## config.mk

```make
export PLATFORM = sky130hd
export DESIGN_NAME = schd_controller
export DESIGN_NICKNAME = d
export VERILOG_FILES = /design/src/rtl/schd_pkg.sv /design/src/rtl/schd_controller.sv
export SDC_FILE = /design/constraint.sdc
export NUM_CORES = 1
export LEC_CHECK = 0
export ABC_AREA = 1
export BUFFER_PORTS_ARGS = -buffer_cell sky130_fd_sc_hd__buf_2
export CAP_MARGIN = 20
export CORE_AREA = 2 2 39 41
export CTS_CLUSTER_DIAMETER = 120
export DETAILED_ROUTE_END_ITERATION = 8
export DIE_AREA = 0 0 41 43
export REMOVE_ABC_BUFFERS = 1
export SLEW_MARGIN = 20
export SYNTH_ARGS = -nofsm -noshare
export SYNTH_HDL_FRONTEND = slang
export SYNTH_SLANG_ARGS = --single-unit
```

## constraint.sdc

```tcl
create_clock -name clk -period 0.92 [get_ports clk]
set_input_delay 0.184 -clock clk [delete_from_list [all_inputs] [get_ports clk]]
set_output_delay 0.184 -clock clk [all_outputs]
set_load 0.02 [all_outputs]
```

## src/rtl/schd_pkg.sv

```systemverilog
package schd_pkg;

    // Fixed field widths
    localparam int STEP_W = 5;
    localparam int SYM_W  = 10;

    // Request opcodes
    localparam logic OP_WRITE  = 1'b0;
    localparam logic OP_DECODE = 1'b1;

    // Controller to datapath commands
    typedef struct packed {
        logic wr;        // store one codebook entry
        logic start;     // open a decode: clear index and length, take window
        logic rd;        // read the entry at the index and advance the index
        logic acc;       // add the pending entry's length step to the running length
        logic load_res;  // load the output register
        logic found;     // loaded result is a match
    } schd_cmd_t;

    // Datapath to controller status
    typedef struct packed {
        logic idx_done;  // index reached the entry limit
        logic hit;       // pending entry matches within the length limit
        logic over;      // running length passed the maximum code length
    } schd_status_t;

endpackage

```

## src/rtl/schd_controller.sv

```systemverilog
module schd_controller (
    input  logic                   clk,
    input  logic                   rst_n,
    input  logic                   req_valid,
    input  logic                   req_op,
    output logic                   req_ready,
    output logic                   rsp_valid,
    input  logic                   rsp_ready,
    output schd_pkg::schd_cmd_t    cmd,
    input  schd_pkg::schd_status_t status
);
    import schd_pkg::*;

    typedef enum logic {
        ST_IDLE,
        ST_SCAN
    } state_t;

    state_t state_reg, state_next;
    logic   pend_reg, pend_next;
    logic   out_valid_reg, out_valid_next;

    logic accept;
    logic finish;
    logic slot_free;
    logic scanning;

    assign req_ready = (state_reg == ST_IDLE);
    assign rsp_valid = out_valid_reg;
    assign accept    = req_valid && req_ready;
    assign scanning  = (state_reg == ST_SCAN);
    assign slot_free = !out_valid_reg || rsp_ready;

    // Stop on a match, on the length limit, or when no entry is left to read
    assign finish = (pend_reg && (status.hit || status.over)) || (!pend_reg && status.idx_done);

    // Commands
    always_comb
    begin
        cmd          = '0;
        cmd.wr       = accept && (req_op == OP_WRITE);
        cmd.start    = accept && (req_op == OP_DECODE);
        cmd.rd       = scanning && !finish && !status.idx_done;
        cmd.acc      = scanning && !finish && pend_reg;
        cmd.load_res = scanning && finish && slot_free;
        cmd.found    = pend_reg && status.hit;
    end

    // Next state
    always_comb
    begin
        state_next     = state_reg;
        pend_next      = pend_reg;
        out_valid_next = rsp_ready ? 1'b0 : out_valid_reg;

        unique case (state_reg)
            ST_IDLE:
            begin
                pend_next = 1'b0;
                if (cmd.start)
                begin
                    state_next = ST_SCAN;
                end
            end
            ST_SCAN:
            begin
                if (cmd.load_res)
                begin
                    // hand the result over and return for the next request
                    state_next     = ST_IDLE;
                    pend_next      = 1'b0;
                    out_valid_next = 1'b1;
                end
                else if (!finish)
                begin
                    pend_next = cmd.rd;
                end
            end
            default:
            begin
                state_next = ST_IDLE;
            end
        endcase
    end

    // State and registered outputs
    always_ff @(posedge clk or negedge rst_n)
    begin
        if (!rst_n)
        begin
            state_reg     <= ST_IDLE;
            pend_reg      <= 1'b0;
            out_valid_reg <= 1'b0;
        end
        else
        begin
            state_reg     <= state_next;
            pend_reg      <= pend_next;
            out_valid_reg <= out_valid_next;
        end
    end

endmodule

```

==> flow_summary.yaml, run 1 <==
sta:
  rsz0062_at_grt: "yes"
  slew_violations: 0
  skew_ps: 1.888
  hold_viol_final: 0
  final.setup.tns_ps: -2529
  setup_violations: 10
  final.setup.worst_slack_ps: -396.1
  hold_ws_ps: 153.3
  layout_worst_path_cycle_share_pct: 143.1
  relSlewSlack_pct: 90.00
  tightest_slew_ps: 149.8
  min_period_ps: 1316
  max_freq_mhz: 759.8
finish:
  final_common_cell: "buf_4"
  syn_to_final_growth_pct: 146.3
  n_antenna_cell: 0
  fillers: 155
  final_cell_mix: "buf_4 (12), buf_6 (9), buf_2 (7)"
  drive_above_1_share_pct: 75.81
  ff_latch_area_um2: 76.32
  nets: 71
  multi_input_area_um2: 120.1
flow_run:
  maxCapViolCount: 0
worst_hold_path:
  hp-start: "rsp_ready"
  hold_end: "rsp_valid"
  worst_hold_path.num_cells: 2
  hold_path_class: "primary input to flip-flop"
synthesis:
  synthMuxAreaShare_pct: 0
  synth_cells: 29
  yosys-top-cells-area: "dfrtp_1 (37%), nand2_1 (11%), nand3_2 (9.8%), nor2_1 (9.1%), inv_1 (7.3%)"
  yosysTopAreaCellShare_pct: 36.59
  ys_warn_count: 0
  synth-xor-area-share_pct: 0
  synth_top_family_by_area: "simple AND/OR/NAND/NOR gates"
  syn_avg_cell_area_um2: 7.076
  netlist_area_um2: 205.2
  synth-compound-area-share_pct: 12.20
  ys_ff_latch: 3
  synth_cell_types: 12
  ys_seq_area_share_pct: 36.59
  synth-simple-area-share_pct: 38.41
  synthAdderAreaFrac_pct: 0
  synth_top_cell_by_area: "dfrtp_1"
floorplan:
  dieWidth_um: 41
  fp.coreArea_um2: 1384
  rows: 14
  io_pins: 16
  initial_core_util_pct: 14.83
  die_area_um2: 1763
  die_h_um: 43
worst_setup_path:
  r2r-end: "scanning"
  worst_ep_arrival_time_ps: 1130
  crit_required_ps: 740
  cp-end-kind: "output port"
  crit_fanout: 3
  crit_type: "flip-flop to output port"
  reg2reg_slack_ps: -190
  reg2reg_depth: 7
  start_kind: "flip-flop"
  reg2reg_from: "pend_reg"
power:
  vdd.ir_drop.worst_v: 0.0006443
  p_per_area_nw_per_um2: 1471
  p_sw_uw: 235.5
  p_leak_nw: 0.2758
  power.internal_uw: 508.2
  switching_share_pct: 31.67
  p_clk_share_pct: 30.3
  seqPwrFrac_pct: 23.7
  power_frac_comb_pct: 46.0
detailed_routing:
  ant_nets: 0
  viasPerCell: 3.577
  wl_per_cell_um: 7.705
  vias: 279
  drc_errors: 0
  firstDrtPassIters: 2
  postRouteWirelength_um: 601
  drtIter0Drc: 1
outcome:
  status: "finished with violations"
  violations: "setup timing"
clock_tree:
  clockBufferDepth: 2
  cts_buffers: 3
  cts.clk_slew.worst_paths_ps: 30
  clock-root-buffer: "clkbuf_4"
  htreeDepth: 1
  cts_tree: "built"
  clkSinkCount: 3
  insertion_delay_ps: 230
global_route:
  antenna_found_initial: 0
  grt_first_pass_wirelength_um: 966
  track_usage_pct: 8.643
  grt_pass1_vias: 251
  grt_max_degree: 5
  overflow: 0
place:
  place.gp.congestion: 0.6407
  port_buffers: 15
  dp_hpwl_um: 481.4
==> repair_timing <==
item | in CTS | in global routing
hold buffers | 1 | 0
gates resized for setup | 15 | 11
setup endpoints to repair | 11 | 11
hold endpoints to repair | 3 | 0
pin swaps | 1 | 0
setup buffers | 2 | 3
gates cloned | 0 | 0
==> cells by family after synthesis <==
| logic type | count (synthesis) |
|---|---|
| DFF | 3 |
| buffers and inverters | 7 |
| AOI/OAI and AO/OA | 3 |
| and+or+nand+nor | 16 |
==> layer usage <==
metal,track usage (%),vias up,part of all wire [%]
met5,0,-,0
met3,1.571,0,5.8
met1,9.355,119,36
li1,-,152,-
met4,10.00,0,0
met2,12.19,8,58
==> worst max-delay path: stages, from the launching register on <==
cell and delay [ps]:
dfrtp_1 400, inv_2 70, nand2_2 70, nand2_2 80, nand2_1 50, nor2_1 90, buf_4 150
==> worst max-delay path by stage <==
| stage | startpoint | endpoint | slack (ps) | depth (start not counted) |
|---|---|---|---|---|
| 2_1_floorplan | pend_reg | cmd[2] | -200 | 5 |
| 3_3_place_gp | pend_reg | cmd[2] | -150 | 6 |
| 4_1_cts | pend_reg | cmd[2] | -400 | 6 |
| 5_1_grt | pend_reg | cmd[2] | -450 | 6 |
| 6_report | pend_reg | cmd[2] | -400 | 6 |
| 3_5_place_dp | pend_reg | cmd[2] | -180 | 6 |
==> through the flow <==
stage                     instances  util [%]  setup WS [ps]  power, mW  cell area [um2]
after floorplan                  29         -         -198.6     0.2915            205.2
after global placement           69     26.58         -154.1     0.4068            367.9
after detailed placement         69     26.58         -184.3     0.4122            367.9
after CTS                        76     33.54         -401.9     0.7251            464.2
after global routing             78     36.53         -454.6     0.8008            505.5
final                            78     36.53         -396.1     0.7438            505.5
==> synth_stat cells <==
| library cell | count |
|---|---|
| nor2_1 | 5 |
| nand3_1 | 1 |
| inv_1 | 4 |
| dfrtp_1 | 3 |
| o21bai_2 | 1 |
| nand3_2 | 2 |
| clkinv_1 | 1 |
| o21ai_2 | 1 |
| o21ai_0 | 1 |
| nand2_1 | 6 |
| inv_2 | 2 |
| nand2_2 | 2 |
==> power by group through the flow <==
stage	Combinational [mW]	Sequential [mW]	Clock, mW
floorplan	0.108	0.183	0
global placement	0.233	0.174	0
detailed placement	0.237	0.176	0
CTS	0.309	0.175	0.241
global route	0.370	0.179	0.251
finish	0.342	0.176	0.225
==> cell type report <==
class / count / area share [%]
repair buffers: 29 / 46.78
multi-input cells: 19 / 23.76
flip-flops and latches: 3 / 15.10
clock buffers: 4 / 5.198
inverters: 7 / 5.198
well taps: 16 / 3.960
(Power assumes the default switching activity.)
==> inputs of run 2 (changes only) <==
--- a/config.mk
+++ b/config.mk
@@ -12,6 +12,7 @@
 export CTS_CLUSTER_DIAMETER = 120
 export DETAILED_ROUTE_END_ITERATION = 8
 export DIE_AREA = 0 0 41 43
+export MAX_ROUTING_LAYER = met4
 export REMOVE_ABC_BUFFERS = 1
 export SLEW_MARGIN = 20
 export SYNTH_ARGS = -nofsm -noshare
==> run 2 against run 1 <==
Effect of this change: the flow still finishes with violations (setup timing); sequential share of layout area unchanged; sequential cell count did not move; global-route usage increased by 0.21 points; worst hold slack is essentially flat; non-clock buffer count unchanged; power is 0.23% lower; register-to-register slack about the same; cell count unchanged; critical path depth did not move; largest power group unchanged; highest routed layer unchanged.
==> flow_summary.yaml, run 2 (synthesis gave the netlist of run 1 again) <==
outcome:
  status: "finished with violations"
  violations: "setup timing"
detailed_routing:
  postRouteWirelength_um: 599
  firstDrtPassIters: 2
  ant_nets: 0
  wl_per_cell_um: 7.679
  drtIter0Drc: 2
  vias: 279
  viasPerCell: 3.577
  drc_errors: 0
finish:
  final_util_pct: 36.53
  final_cell_mix: "buf_4 (12), buf_6 (9), buf_2 (7)"
  syn_to_final_growth_pct: 146.3
  n_antenna_cell: 0
  nets: 71
  final_common_cell: "buf_4"
  drive_above_1_share_pct: 75.81
worst_setup_path:
  crit_family: "flip-flops"
  worst_ep_arrival_time_ps: 1130
  reg2reg_from: "pend_reg"
  start_kind: "flip-flop"
  timing.critical_path.cells: "inv_2 > nand2_2 > nand2_2 > nand2_1 > nor2_1 > buf_4"
  crit_path_top_delay_cell: "dfrtp_1"
  crit_required_ps: 740
  cp-end-kind: "output port"
  crit_type: "flip-flop to output port"
  max_stage_delay_ps: 400
  cp.buffers_inverters: 2
  startpoint: "pend_reg"
  crit_fanout: 3
  path_common_cell: "nand2_2"
power:
  switching_share_pct: 31.52
  finalPower_uw: 742.1
  power_frac_comb_pct: 46.1
  seqPwrFrac_pct: 23.8
  p_leak_nw: 0.2758
  p_per_area_nw_per_um2: 1468
  p_sw_uw: 233.9
  vdd.ir_drop.worst_v: 0.0006440
  p_clk_share_pct: 30.2
  power.internal_uw: 508.2
sta:
  skew_ps: 0.7852
  final.setup.worst_slack_ps: -396.0
  hold_ws_ps: 153.4
  layout_worst_path_cycle_share_pct: 143.0
  max_freq_mhz: 759.9
  hold_viol_final: 0
  min_period_ps: 1316
  rsz0062_at_grt: "yes"
  relSlewSlack_pct: 90.00
  setup_violations: 10
  tightest_slew_ps: 149.8
  slew_violations: 0
worst_hold_path:
  hold_path_class: "primary input to flip-flop"
  hp-start: "rsp_ready"
clock_tree:
  cts_tree: "built"
  insertion_delay_ps: 230
  cts.clk_slew.worst_paths_ps: 30
  cts_buffers: 3
  clockBufferDepth: 2
  clock-root-buffer: "clkbuf_4"
  htreeDepth: 1
  clkSinkCount: 3
global_route:
  use_met3_pct: 1.571
  antenna_found_initial: 0
  grt_max_degree: 5
  track_usage_pct: 8.857
  overflow: 0
  busiest_layer: "met2"
  grt_util_met2_pct: 12.19
  grt_pass1_vias: 250
  grt_first_pass_wirelength_um: 966
  met1_usage_pct: 9.355
place:
  place.gp.congestion: 0.6461
  port_buffers: 15
  pre_cts_ws_ps: -184.3
  dp_hpwl_um: 481.4
floorplan:
  die_area_um2: 1763
  die_h_um: 43
  dieWidth_um: 41
  io_pins: 16
  initial_core_util_pct: 14.83
  rows: 14
  fp.coreArea_um2: 1384
flow_run:
  maxCapViolCount: 0
run 2: through the flow:
| step | cells | setup TNS [ps] | instance area [um2] |
|---|---|---|---|
| floorplan | 29 | -660.7 | 205.2 |
| global placement | 69 | -570.7 | 367.9 |
| detailed placement | 69 | -892.8 | 367.9 |
| CTS | 76 | -2725 | 464.2 |
| global route | 78 | -3071 | 505.5 |
| finish | 78 | -2526 | 505.5 |
run 2: final cells by class:
class | instances | area (um2)
fillers | 155 | 878.3
clock buffers | 4 | 26.28
multi-input cells | 19 | 120.1
well taps | 16 | 20.02
flip-flops and latches | 3 | 76.32
inverters | 7 | 26.28
repair buffers | 29 | 236.5
run 2: what timing repair did:
| item | CTS | global route |
|---|---|---|
| endpoints found under the hold margin | 3 | 0 |
| gates resized for setup | 15 | 11 |
| hold buffers | 1 | 0 |
| pin swaps | 1 | 0 |
| endpoints found under the setup margin | 11 | 11 |
| setup buffers | 2 | 3 |
run 2: worst register-to-register path: stages (launching register included):
cell and delay (ps):
dfrtp_1 390, inv_2 50, nand2_2 80, nand2_2 70, buf_4 130, buf_4 120, o21bai_2 90, nand2_1 60
run 2: path summary, 6_finish.rpt:
kind | end | slack [ps] | cells past startpoint
worst max register to register | scanning | -190 | 7
min in group asynchronous | scanning | 280 | 2
worst max-delay path | cmd[2] | -400 | 6
worst min register to register | rsp_valid | 590 | 2
max in group asynchronous | scanning | 530 | 2
worst min-delay path | rsp_valid | 150 | 2
run 2: power by group through the flow:
stage | Clock [mW] | Combinational, mW | Sequential, mW
after floorplan | 0 | 0.108 | 0.183
after global placement | 0 | 0.233 | 0.174
after detailed placement | 0 | 0.237 | 0.176
after CTS | 0.241 | 0.309 | 0.175
after global routing | 0.251 | 0.370 | 0.179
final | 0.224 | 0.342 | 0.176
run 2: per-layer routing:
metal / vias to the layer above / share of wire [%]
met2: 8 / 58
met3: 0 / 5.7
li1: 152 / -
met1: 119 / 36
met5: - / 0
met4: 0 / 0
